## src/rtl/core/buih_ram.sv

```systemverilog
// ============================================================================
// buih_ram: generic synchronous RAM
// One write port and one read port, read data registered.
// ============================================================================
module buih_ram #(
    parameter int WIDTH = 32,
    parameter int DEPTH = 16
) (
    input  logic                     clk,
    input  logic                     we,
    input  logic [$clog2(DEPTH)-1:0] waddr,
    input  logic [WIDTH-1:0]         wdata,
    input  logic [$clog2(DEPTH)-1:0] raddr,
    output logic [WIDTH-1:0]         rdata
);

    logic [WIDTH-1:0] mem [DEPTH];

    always_ff @(posedge clk)
    begin
        if (we)
        begin
            mem[waddr] <= wdata;
        end
        rdata <= mem[raddr];
    end

endmodule

```

## config.mk

```make
export PLATFORM = sky130hd
export DESIGN_NAME = buih_ram
export DESIGN_NICKNAME = d
export VERILOG_FILES = /design/src/rtl/core/buih_ram.sv
export SDC_FILE = /design/constraint.sdc
export NUM_CORES = 1
export LEC_CHECK = 0
export BUFFER_PORTS_ARGS = -buffer_cell sky130_fd_sc_hd__buf_2
export CAP_MARGIN = 20
export CORE_MARGIN = 4
export CORE_UTILIZATION = 60
export CTS_BUF_LIST = sky130_fd_sc_hd__clkbuf_4
export DETAILED_ROUTE_END_ITERATION = 8
export PLACE_DENSITY = 0.81
export REMOVE_ABC_BUFFERS = 1
export SLEW_MARGIN = 15
export SYNTH_ARGS = -nofsm -noshare
export SYNTH_HDL_FRONTEND = slang
export SYNTH_SLANG_ARGS = --single-unit
```

## constraint.sdc

```tcl
create_clock -name clk -period 5.23 [get_ports clk]
set_input_delay 0.7845 -clock clk [delete_from_list [all_inputs] [get_ports clk]]
set_output_delay 0.7845 -clock clk [all_outputs]
set_load 0.02 [all_outputs]
```

# Word-level counts from Yosys, hierarchy flattened
# Memories as Yosys holds them, arrays and structs flattened. A register that Yosys moved wholly into a read port is not among the register bits.
# Index checks and enable logic that the tools add are counted.
# word_totals
wordCells,3
ram_bits,512
in_bits,42
register_bits,0
mem_count,1
# memory_table
memory,words,width,read_ports,rd_clocked_by_memory_dff,wr,line_no,text
mem,16,32,1,1,1,17,logic [WIDTH-1:0] mem [DEPTH];
# classes
mux,2
# ops
cell,count
two-way mux 1 bit,2

# Depth between registers and ports, before layout
# depth
ltp_word,2
ltp_mapped,5

# Worst setup path after synthesis
# OpenSTA, ideal clock, no wires.
# synth_path
path_kind,in2reg
startpoint,input waddr[2]
endpoint,memory mem[0][0] (enable)
path_buffers,0
arrival_time_ns,3.503
stages,2
slack_ns,1.266
setup_ns,0.461
cell_sequence,or3b_2 > nor3_1
# synth_lines
item,line_no,text
from (decl),11,"input logic [$clog2(DEPTH)-1:0] waddr,"
to (decl),17,
# No word-level cell before the write port.

# Worst setup path after layout
# layout_path
startpoint,input waddr[2]
endpoint,memory mem[2][17] (enable)
# No word-level cell before the write port.

==> metrics.txt <==
die footprint 36100 µm²; Hold Crit Class primary input to flip-flop; Post-DP HPWL 20.1 mm; Worst Clk Skew 46.3 ps; I/O pin count 74; Final Hold Vio Count 0; total number of vias 9541; Clock Tree Buf Depth 3; storage element area 16000 µm²; Worst Max-Slew Pin Slew 1170 ps; met2 WL 20.2 mm; Leak 7.52 nW; Inst Count DP 1332; sequential cell area fraction in the yosys report 80.7%; fin cells 1569; final worst slack 3090 ps; metal3 WL 3.74 mm; CTS root buffer clkbuf_4; crit share post-route 41.0%; initial antenna violation count 2; Post-Route Setup TNS 0 ps; Cell Pwr Density 397 nW/µm²; Crit Path Max Fanout 25; Worst Hold Slack 383 ps; Rows 66; GRT Residual Overflow 0; die height 190 µm; Syn-to-layout area delta 14.5%; Slew Viols, Final 0; dpl ws 2250 ps; Netlist cell types 18; PortBufs 73; CP endpoint kind flip-flop; number of fill cells 1923; status complete, no violations; GRT Resource Usage Total 23.2%; Post-DP Area 20900 µm²; drc violations 0; Hold-fix buffers, CTS 0; final net count 1066; routability cong. 0.718; Worst-path clk slew 70 ps; Mapped Cells 838; top layer in use met5; drt wl/cell 25.5 µm; final instance area 22700 µm²; largest stage delay on the critical path 810 ps; Sink Count 544; Tot Pwr 9.03 mW; FMAX 467 MHz; flops & latches, synth 544; CP max-delay cell nor2_4; Multi-input gate area 3760 µm²; most common cell after layout, fill and taps aside edfxtp_1; crit path kind primary input to flip-flop; core area 32600 µm²; min cycle time layout 2140 ps; peak supply drop 0.000182 V; first-iteration detailed-routing DRC count 1042; CP startpoint kind primary input; overall die width 190 µm; H-tree depth 4; vias in the first global route 10300; RSZ-0062 raised after global routing no; Starting Density 60.9%; Post-CTS Setup Repair Bufs 0; most frequent cells in the layout edfxtp_1, clkbuf_4, mux4_2, buf_2, a22oi_1; Worst EP required 5700 ps; Final setup viols 0; family with the most delay on the worst path simple AND/OR/NAND/NOR gates; first-pass GRT wire length 61.2 mm; max-cap viol count 0; total CTS buffers 132; CTS tree built; fraction of layout cells with a size suffix above 1 40.6%; syn_area_per_cell 23.7 µm²; Worst EP arrival 2610 ps; cell area after synthesis 19900 µm²; Layout Utilization 69.7%; critical-path cell list buf_2 -> or3b_2 -> nor2_4 -> buf_4; routed wire length 40.1 mm; Final ANT Viol Nets 0; largest net degree at the start of global routing 76; Skew-Pair Late Insertion Delay 770 ps; wl on met1 15.5 mm; Post-CTS Resized 0; drt via density 6.08; worst path bufs/invs 2; Initial DRT Pass Iterations 7; slew margin rel. 22.0%; total number of yosys warnings 0
[state kept, by name (all words and copies together) (netlist names)]
register and flops:
mem 512, rdata 32
[report_power, final]
group	leakage, nW	internal, mW	switching [mW]
registers	4.89	4.87	0.0322
logic	1.56	0.172	0.270
clock network	1.07	2.08	1.60
total	7.52	7.12	1.91
[Yosys cell counts]
cell	instances	share of area [%]
nor3_1	4	0.10
buf_2	4	0.10
nand3_1	1	0.025
clkbuf_1	17	0.32
edfxtp_1	512	77
buf_1	9	0.17
and2_1	1	0.032
nor2b_1	2	0.063
dfxtp_1	32	3.2
nor2_1	13	0.25
a22oi_1	64	2.4
buf_4	11	0.42
nand3b_1	2	0.076
or3b_2	1	0.044
nand2b_1	2	0.063
buf_6	2	0.11
mux4_2	128	15
nand2_1	33	0.62
[worst paths after layout]
kind / startpoint / to / slack [ps] / cells after the start
min reg2reg: mem[14][3] / rdata[3] / 660 / 3
max: waddr[2] / mem[2][17] / 3090 / 4
max reg2reg: mem[11][7] / rdata[7] / 3820 / 3
min: wdata[2] / mem[11][2] / 380 / 1
[cells by family after synthesis]
kind of cell	synth area share, %
AO/OA/AOI/OAI	2.42
multiplexers	14.5
buffers and inverters	1.12
flip-flops	80.7
AND/OR/NAND/NOR	1.27
[per-layer routing]
metal  vias to the layer above  global-route usage (%)
met5                         -                       0
met2                       536                    36.6
met1                      4892                    32.6
met3                        66                    5.80
met4                         2                    7.99
li1                       4045                       -
[area by class of cell]
cell class / count / area share [%]
well taps: 442 / 2.43
clock inverters: 39 / 1.55
clock buffers: 197 / 6.51
flip-flops and latches: 544 / 70.5
repair buffers: 95 / 2.49
diodes: 1 / 0.0110
multi-input cells: 251 / 16.5
No activity file was read; power rests on OpenSTA's default activity.
