## src/rtl/core/buih_pkg.sv

```systemverilog
// ============================================================================
// buih_pkg: shared constants for the block update interval histogram
// Request codes, interval unit divisor and counter limits.
// ============================================================================
package buih_pkg;

    // request codes carried on func
    localparam logic [1:0] FN_READ    = 2'd0;
    localparam logic [1:0] FN_WRITE   = 2'd1;
    localparam logic [1:0] FN_READOUT = 2'd2;

    // one interval unit is 0.1 s, i.e. 1000000 ticks of 100 ns
    localparam int          REM_W          = 20;
    localparam logic [19:0] TICKS_PER_UNIT = 20'd1000000;

    // 1000000 = 15625 * 2**6: drop the power of two by a shift, divide the odd part
    localparam int          UNIT_SHIFT = 6;
    localparam int          ODD_W      = 14;
    localparam logic [13:0] UNIT_ODD   = 14'd15625;

    // saturation value of every counter
    localparam logic [31:0] CNT_MAX = 32'hFFFF_FFFF;

endpackage

```

## src/rtl/core/buih_div.sv

```systemverilog
// ============================================================================
// buih_div: divider by the interval unit
// Reciprocal multiplication of the interval, already shifted right by
// UNIT_SHIFT, by 1/15625; 16 bits of the dividend per cycle, most
// significant first; done rises together with the quotient.
// The dividend must stay below 2**QW interval units.
// ============================================================================
module buih_div
    import buih_pkg::*;
#(
    parameter int QW = 16
) (
    input  logic                  clk,
    input  logic                  rst_n,
    input  logic                  start,
    input  logic [QW+ODD_W-1:0]   dividend,
    output logic                  done,
    output logic [QW-1:0]         quot
);

    localparam int YW  = QW + ODD_W;
    localparam int NCH = (YW + 15) / 16;
    localparam int YP  = NCH * 16;
    localparam int K   = YW + ODD_W;
    localparam int MW  = YW + 1;
    localparam int AW  = YP + MW;
    localparam int PW  = 16 + MW;
    localparam int CW  = $clog2(NCH + 1);

    // ceil(2**K / 15625): exact for every dividend below 2**YW
    localparam logic [63:0]   RECIP64 =
        ((64'd1 << K) + 64'(UNIT_ODD) - 64'd1) / 64'(UNIT_ODD);
    localparam logic [MW-1:0] RECIP   = RECIP64[MW-1:0];

    logic [YP-1:0] y_reg;
    logic [AW-1:0] acc_reg;
    logic [CW-1:0] cnt_reg;
    logic          run_reg;
    logic          done_reg;
    logic [PW-1:0] part;

    // top chunk of the remaining dividend times the reciprocal
    assign part = PW'(y_reg[YP-1 -: 16]) * PW'(RECIP);

    always_ff @(posedge clk or negedge rst_n)
    begin
        if (!rst_n)
        begin
            run_reg  <= 1'b0;
            done_reg <= 1'b0;
            cnt_reg  <= '0;
        end
        else
        begin
            done_reg <= 1'b0;
            if (start)
            begin
                y_reg   <= YP'(dividend);
                acc_reg <= '0;
                cnt_reg <= CW'(NCH);
                run_reg <= 1'b1;
            end
            else if (run_reg)
            begin
                acc_reg <= (acc_reg << 16) + AW'(part);
                y_reg   <= y_reg << 16;
                cnt_reg <= cnt_reg - CW'(1);
                if (cnt_reg == CW'(1))
                begin
                    run_reg  <= 1'b0;
                    done_reg <= 1'b1;
                end
            end
        end
    end

    assign done = done_reg;
    assign quot = acc_reg[K +: QW];

endmodule

```

## config.mk

```make
export PLATFORM = sky130hd
export DESIGN_NAME = buih_div
export DESIGN_NICKNAME = d
export VERILOG_FILES = /design/src/rtl/core/buih_pkg.sv /design/src/rtl/core/buih_div.sv
export SDC_FILE = /design/constraint.sdc
export NUM_CORES = 1
export LEC_CHECK = 0
export ABC_AREA = 1
export BUFFER_PORTS_ARGS = -buffer_cell sky130_fd_sc_hd__clkbuf_2
export CORE_MARGIN = 3
export CORE_UTILIZATION = 65
export CTS_CLUSTER_SIZE = 24
export DETAILED_ROUTE_END_ITERATION = 10
export MAX_ROUTING_LAYER = met4
export PLACE_DENSITY = 0.9
export SLEW_MARGIN = 15
export SYNTH_ARGS = -nofsm -noshare
export SYNTH_HDL_FRONTEND = slang
export SYNTH_SLANG_ARGS = --single-unit
export TNS_END_PERCENT = 20
```

## constraint.sdc

```tcl
create_clock -name clk -period 13.01 [get_ports clk]
set_input_delay 0 -clock clk [delete_from_list [all_inputs] [get_ports clk]]
set_output_delay 0 -clock clk [all_outputs]
set_load 0.005 [all_outputs]
```

# Word level (Yosys, flattened, before mapping)
# Index checks and enable logic that the tools add are counted.
# word_totals
ramBits,0
mem_bits_ro,0
latch_bits,0
in_bits,33
output_inout_bits,17
n_memories,0
wordCells,23
regBits,99
# op_classes
n_div,0
n_mul,1
add_sub_neg,2
magnitude_cmp,0
eq_ne,1
bitwise_logic,0
n_reduce_logical,2
n_shift,0
muxes,11
# op_table
cell,n
63-bit by 47-bit adder with 63-bit output,1
63-bit 2-to-1 mux,1
16-bit by 31-bit multiplier with 47-bit output (second input constant),1
32-bit 2-to-1 mux,1
30-bit 2-to-1 mux,1
1-bit 2-to-1 mux,6
2-bit 2-to-1 mux,2
2-bit by 1-bit equality test with 1-bit output (second input constant),1
2-bit AND reduction,1
2-bit nonzero test,1
2-bit by 1-bit subtractor with 2-bit output (second input constant),1

# Logic depth before layout (Yosys ltp)
# Gate-level depths: netlist of the first run.
# depth
depth_word,4
depth_mapped,27
depth_no_buf,27

# Worst setup path after synthesis of the first run
# OpenSTA, ideal clock, no wires.
# synth_path
path_type,flip-flop to flip-flop
from,register y_reg[23]
to,"register acc_reg[45], data pin"
setup_slack_ns,7.655
required_time_ns,12.756
period_less_slack_ns,5.355
stages_incl_launch_ff,21
n_path_buf,0
setup_ns,0.254
arrival_time_ns,5.101
cell_sequence,edfxtp_1 fa_1 inv_1 fa_1 inv_1 fa_1 fa_1 fa_1 inv_1 fa_1 inv_1 ha_1 nand2_1 nor2_1 inv_1 nor3_1 nand3_1 nand3_1 nand2_1 nand3_1 nand2_1
# synth_via
elab_chain_cells,3
# synth_lines
item,line,rtl
"start, declared",buih_div.sv:35,logic [YP-1:0] y_reg;
"start signal, assigned",buih_div.sv:58,y_reg <= YP'(dividend);
"start signal, assigned",buih_div.sv:66,y_reg <= y_reg << 16;
16-bit by 31-bit multiplier with 47-bit output,buih_div.sv:43,assign part = PW'(y_reg[YP-1 -: 16]) * PW'(RECIP);
63-bit by 47-bit adder with 63-bit output,buih_div.sv:65,acc_reg <= (acc_reg << 16) + AW'(part);
63-bit 2-to-1 mux,buih_div.sv:63,else if (run_reg)
"end signal, assigned",buih_div.sv:65,
"end, declared",buih_div.sv:36,logic [AW-1:0] acc_reg;
# Every way passes these cells.
# A chain may end at the register's enable or synchronous reset.

# Worst setup path in the final report of the first run
# layout_path
from,register y_reg[29]
to,"register acc_reg[27], data pin"
# The elaborated chain is that of the path after synthesis.

==> results_dict.tcl, run 1 <==
set metrics [dict create \
    first_iter_violations 1414 \
    worst_clock_skew_ps 10.4 \
    yosysSeqAreaShare_pct 19.4 \
    fin_crit_sh_pct 48.8 \
    seq_area_um2 2860 \
    critPathCaptureType "register" \
    cts.sinks 96 \
    cts_buffers 9 \
    start_util_pct 66.9 \
    setup_viol 0 \
    synth_seq_cells 96 \
    wl_met3_mm 5.57 \
    grt_max_degree 68 \
    syn_area_um2 14800 \
    fillers 1800 \
    fmax_mhz 158 \
    worstSetupPathType "register to register" \
    clk_pin_slew_worst_paths_ps 90 \
    overflow 0 \
    wirelength_mm 46.6 \
    ys.warnings.count 0 \
    track_usage_pct 40.8 \
    tns_ps 0 \
    required_ps 13120 \
    met2_length_mm 20.6 \
    final_layout_size_suffix_gt1_share_pct 5.73 \
    maxSlewHeadroom_pct 31.3 \
    cts_root_buffer "clkbuf_16" \
    cp_common_cell "fa_1" \
    utilization_pct 71.7 \
    cap_violations 0 \
    finalHoldViolations 0 \
    status "completed" \
    slowest_delay_ps 700 \
    die-area_um2 24600 \
    avgViaCountPerCell 5.55 \
    hold_path.class "input pin to register" \
    vias 12800 \
    drcViolationCount 0 \
    grt_pass1_wl_mm 72.2 \
    period_minus_slack_ps 6340 \
    worst_setup_path_start_kind "register" \
    portBuffers 49 \
    path_cells "fa_1 > inv_1 > fa_1 > inv_1 > fa_1 > fa_1 > fa_1 > inv_1 > fa_1 > inv_1 > ha_1 > nand2_1 > nor2_1 > nand2_1 > nor2_1 > nand2_1 > nand3_2 > a21oi_1 > o21ai_0 > nand2_1" \
    coreArea_um2 22100 \
    largest_reg_flops 60 \
    cp.arrival_ps 6450 \
    first_global_vias 12700 \
    syn_avg_cell_area_um2 7.56 \
    ant_nets 0 \
    gp_congestion 1.10 \
    die_x_um 157 \
    worst_slew_pin_slew_ps 1030 \
    dieHeight_um 157 \
    critPathMaxFanout 7 \
    first_pass_iters 8 \
    nets 2395 \
    worst_skew_pair.late_latency_ps 370 \
    clockBufferDepth 2 \
    top_layer "met4" \
    multi_input_area_um2 9550 \
    drv_slew 0 \
    area_growth_pct 7.18 \
    rows 54 \
    routedLengthMet1_mm 18.8 \
    htree_levels 3 \
    critPathSlowestCell "fa_1" \
    ys_types 33 \
    post_cts_buffers 0 \
    grt_antenna_before_repair 0 \
    fin_area_um2 15800 \
    syn_nets 2334 \
    rsz0062_at_grt "no" \
    hpwl_mm 37.9 \
    avgRoutedWirePerCell_um 20.2 \
    dpl_cell_area_um2 15200 \
    netlist_instances 1957 \
    io_pins 50 \
    cts_tree "built" \
]
## synth_stat cells
master / number / area (um2)
inv_1: 579 / 2170
nand2_1: 538 / 2020
ha_1: 178 / 2230
fa_1: 166 / 3320
edfxtp_1: 92 / 2760
nor2_1: 92 / 345
nand3_1: 72 / 360
a21oi_1: 36 / 180
o21ai_0: 30 / 150
xnor2_1: 20 / 175
a22o_1: 17 / 149
nor2_2: 17 / 106
buf_4: 16 / 120
clkbuf_1: 15 / 56.3
o21ai_1: 14 / 70.1
nand4_1: 13 / 81.3
nor3_1: 10 / 50.1
nand3_2: 7 / 70.1
inv_2: 6 / 22.5
nand2_2: 6 / 37.5
o22ai_1: 6 / 37.5
nor3_2: 5 / 50.1
dfrtp_1: 4 / 100
and2_1: 3 / 18.8
or2_2: 3 / 18.8
nand3b_1: 2 / 15.0
o21bai_1: 2 / 15.0
or2_1: 2 / 12.5
xor2_1: 2 / 17.5
buf_1: 1 / 3.75
buf_2: 1 / 5.00
clkinv_1: 1 / 3.75
o21ai_2: 1 / 8.76
## area by class of cell
cell class                      instances  share of cell area, %
Clock buffer                            9                   1.42
Clock inverter                          7                  0.458
Inverter                              586                   13.9
Timing Repair Buffer                   83                   3.65
Antenna cell                            2                 0.0316
Sequential cell                        96                   18.1
Multi-Input combinational cell       1242                   60.3
Tap cell                              280                   2.21
## kinds of logic after synthesis
| kind of cell | synth area share [%] |
|---|---|
| flops | 19.4 |
| compound gates | 4.13 |
| xor+xnor | 1.30 |
| simple gates | 21.5 |
| buf+inv | 16.1 |
| fa+ha+maj | 37.5 |
## final timing paths
| path | from | slack, ps | cells past startpoint | end |
|---|---|---|---|---|
| worst max-delay path | y_reg[29]$_DFFE_PP_ | 6670 | 20 | acc_reg[27]$_SDFFCE_PP0P_ |
| worst min-delay path | dividend[21] | 3 | 2 | y_reg[21]$_DFFE_PP_ |
| worst max register to register | y_reg[29]$_DFFE_PP_ | 6670 | 20 | acc_reg[27]$_SDFFCE_PP0P_ |
| worst min register to register | cnt_reg[1]$_DFFE_PN0N_ | 550 | 2 | cnt_reg[1]$_DFFE_PN0N_ |
| max in group asynchronous | rst_n | 11990 | 2 | cnt_reg[1]$_DFFE_PN0N_ |
| min in group asynchronous | rst_n | 410 | 2 | done$_DFF_PN0_ |
## per-stage QoR
step / setup WS [ps] / instances / hold WS [ps]
2_1_floorplan: 7660 / 1957 / -296
3_3_place_gp: 6720 / 2257 / 207
3_5_place_dp: 6820 / 2257 / 224
4_1_cts: 6780 / 2303 / 2.37
5_1_grt: 6470 / 2303 / 21.9
6_report: 6670 / 2305 / 2.53
## worst max-delay path, delay by kind of cell (launching register included)
kind,cells,cell delay (ps)
adder cells (fa/ha/maj),7,3850
flip-flops,1,610
AND/OR/NAND/NOR,7,1070
buffers and inverters,4,270
AO/OA/AOI/OAI,2,290
## cell usage in the layout (no fill, tap or decap), types with 3 or more instances in the layout
cell type	Yosys	routed
and2_1	3	3
nor2_1	92	90
nand3_1	72	72
clkbuf_2	0	48
fa_1	166	166
inv_2	6	6
nand4_1	13	13
o22ai_1	6	6
a21oi_1	36	36
o21ai_0	30	30
nor3_1	10	10
nand2_2	6	6
nand2_1	538	538
edfxtp_1	92	92
o21ai_1	14	14
ha_1	178	178
or2_2	3	3
nand3_2	7	7
xnor2_1	20	20
nor3_2	5	5
nor2_2	17	17
buf_4	16	5
clkbuf_16	0	9
inv_1	579	579
a22o_1	17	17
dlygate4sd3_1	0	30
dfrtp_1	4	4
## what timing repair did
item | in CTS | in global routing
hold buffers | 30 | 0
endpoints found under the hold margin | 33 | 0
gates resized for setup | 0 | 0
endpoints found under the setup margin | 0 | 0
## per-layer routing
metal / GRT usage, % / vias up
li1: - / 5927
met1: 55.3 / 6039
met2: 61.7 / 704
met3: 8.88 / 118
met4: 12.9 / 0
met5: - / -
Power of run 1 is left out: the tool's default activity adds up to more than one toggle a clock period on the data nets, which glitch-free logic cannot reach.
==> inputs of run 2 (changes only) <==
--- a/config.mk
+++ b/config.mk
@@ -5,7 +5,7 @@
 export SDC_FILE = /design/constraint.sdc
 export NUM_CORES = 1
 export LEC_CHECK = 0
-export ABC_AREA = 1
+export ABC_AREA = 0
 export BUFFER_PORTS_ARGS = -buffer_cell sky130_fd_sc_hd__clkbuf_2
 export CORE_MARGIN = 3
 export CORE_UTILIZATION = 65
==> constraint.sdc (replaced) <==
create_clock -name clk -period 6.4 [get_ports clk]
set_input_delay 0 -clock clk [delete_from_list [all_inputs] [get_ports clk]]
set_output_delay 0 -clock clk [all_outputs]
set_load 0.005 [all_outputs]
==> run 2 against run 1 <==
Effect of this change:
- the run now ends with setup timing left
- critical path depth grew 1
- critical path type unchanged
- count of clock-buffer cells in the layout stayed put
- utilization grew 5.3 points
- non-clock buffer count rose by 79
- global-route usage fell by 4.5 points
- clock skew increased by 7.5 ps
- maximum frequency shrank 1.0%
- hold slack better by 19 ps
- largest cell class unchanged
- routed wire length down 17%
- die area shrank 10%
- sequential share of layout area is 0.80 points higher
- final cell count decreased by 26%
==> results_dict.tcl, run 2 <==
set metrics [dict create \
    status "complete, but fails checks" \
    violations "setup timing" \
    mostFrequentLayoutCells "inv_1 (293), ha_1 (160), fa_1 (158)" \
    avgViaCountPerCell 6.01 \
    worst_slew_pin_slew_ps 936 \
    antennaDiodeCount 0 \
    finalHoldViolations 0 \
    layout_commonest_cell "inv_1" \
    fin_crit_sh_pct 100 \
    synth-edff-count 92 \
    async_reset_ff_share_pct 4.17 \
    grt_antenna_before_repair 0 \
    overflow 0 \
    coreArea_um2 19700 \
    rsz0062_at_grt "yes" \
    nets 1810 \
    hold_path.class "input pin to register" \
    avgRoutedWirePerCell_um 22.7 \
    syn_avg_cell_area_um2 10.1 \
    cts_buffers 9 \
    gp_congestion 1.04 \
    critPathSlowestCell "fa_1" \
    dp_cells 1642 \
    synth_seq_cells 96 \
    wl_met3_mm 2.61 \
    rows 51 \
    ant_nets 0 \
    path_cells "fa_1 > inv_2 > fa_1 > inv_2 > fa_2 > fa_1 > fa_1 > inv_2 > fa_1 > inv_2 > ha_4 > buf_4 > and3_4 > a211o_1 > a21oi_2 > a21oi_2 > o21a_2 > a221oi_4 > buf_6 > o21ai_1 > a311oi_1" \
    maxSlewHeadroom_pct 37.6 \
    fin_area_um2 15200 \
    netlist_instances 1313 \
    start_util_pct 66.9 \
    clk_pin_slew_worst_paths_ps 90 \
    htree_levels 3 \
    worst_clock_skew_ps 17.9 \
    cts_root_buffer "clkbuf_16" \
    routedLengthMet1_mm 14.4 \
    ys_types 77 \
    tns_ps -9.07 \
    synth_most_common_cell "inv_1" \
    hpwl_mm 30.2 \
    wirelength_mm 38.7 \
    yosys-top-cells-count "inv_1 (307), ha_1 (178), fa_1 (166)" \
    required_ps 6580 \
    yosysSeqAreaShare_pct 21.7 \
    portBuffers 49 \
    first_pass_iters 5 \
    drcViolationCount 0 \
    vias 10200 \
    grt_pass1_wl_mm 58.8 \
    synth.area.top_cells "fa_1 (25%), edfxtp_1 (21%), ha_1 (17%), inv_1 (8.7%), mux2i_1 (2.4%)" \
    grt_max_degree 70 \
    yosys.area.top_type "fa_1" \
    cts_tree "built" \
    critPathMaxFanout 6 \
    drv_slew 0 \
    startpoint "y_reg[30]$_SDFFCE_PP0P_" \
    syn_area_um2 13200 \
    timing.critical_path.buf_inv 6 \
    setup_ws_ps -9.07 \
    rr_startpoint "y_reg[30]$_SDFFCE_PP0P_" \
    worst_skew_pair.late_latency_ps 370 \
    finalNonFillerCells 1703 \
    setup_viol 1 \
    final_layout_size_suffix_gt1_share_pct 17.1 \
    largest_reg_flops 60 \
    worstSetupPathType "register to register" \
    r2r_slack_ps -9 \
    cts.sinks 96 \
    met2_length_mm 19.2 \
    synth_ff_type "edfxtp_1" \
    first_global_vias 10600 \
    syn_nets 1690 \
    cap_violations 0 \
    die_x_um 149 \
    top_layer "met4" \
    die-area_um2 22100 \
    synth_top_area_share_pct 25.2 \
    critical-path-top-delay-family "adder cells" \
    min_from "dividend[17]" \
    cp.arrival_ps 6590 \
    period_minus_slack_ps 6410 \
    cp_common_cell "fa_1" \
    ys.warnings.count 0 \
    critPathCaptureType "register" \
    area_growth_pct 15.1 \
    worst_setup_path_start_kind "register" \
    io_pins 50 \
    clockBufferDepth 2 \
    slowest_delay_ps 600 \
    first_iter_violations 985 \
    track_usage_pct 36.2 \
    dpl_cell_area_um2 14000 \
    fmax_mhz 156 \
    dieHeight_um 149 \
]
run 2: through the flow:
| stage | hold WS (ps) | utilization, % | setup WS [ps] |
|---|---|---|---|
| 2_1_floorplan | -296 | - | 228 |
| 3_3_place_gp | 231 | 71.1 | 45.4 |
| 3_5_place_dp | 238 | 71.1 | -91.6 |
| 4_1_cts | 11.7 | 74.5 | 5.48 |
| 5_1_grt | 23.0 | 77.1 | -110 |
| 6_report | 21.3 | 77.1 | -9.07 |
run 2: cells by family (layout without fill, tap and decap cells):
logic type      count (synthesis)  in the layout  share of synthesized area, %
buf+inv                       360            485                          10.9
mux                            32             32                          2.43
fa+ha+maj                     344            344                          42.1
simple gates                  233            233                          8.92
compound gates                207            207                          11.3
flops                          96             96                          21.7
xor+xnor                       41             41                          2.72
run 2: final cells by class:
cell class              instances  area (um2)
flip-flops and latches         96        2870
repair buffers                162        1210
clock buffers                   9         225
inverters                     307        1150
multi-input cells             857        9330
fillers                      1258        4520
clock inverters                 7        77.6
well taps                     265         332
run 2: repair_timing:
item	in CTS	in global routing
hold endpoints to repair	32	0
gates cloned	1	0
resized for setup	14	85
pin swaps	8	75
hold buffers	29	0
setup buffers	1	15
endpoints found under the setup margin	17	28
run 2: layer usage:
layer | track usage, % | vias to the layer above
li1 | - | 4559
met1 | 44.4 | 5024
met2 | 59.2 | 508
met3 | 4.60 | 145
met4 | 19.1 | 0
met5 | - | -
run 2: path summary, 6_finish.rpt:
| kind | end | cells after the start |
|---|---|---|
| worst min register to register | y_reg[26]$_DFFE_PP_ | 1 |
| min in group asynchronous | cnt_reg[0]$_DFFE_PN0N_ | 3 |
| worst max-delay path | acc_reg[49]$_SDFFCE_PP0P_ | 21 |
| max in group asynchronous | run_reg$_DFF_PN0_ | 3 |
| worst min-delay path | y_reg[17]$_DFFE_PP_ | 2 |
| worst max register to register | acc_reg[49]$_SDFFCE_PP0P_ | 21 |
Power of run 2 is left out for the same reason.
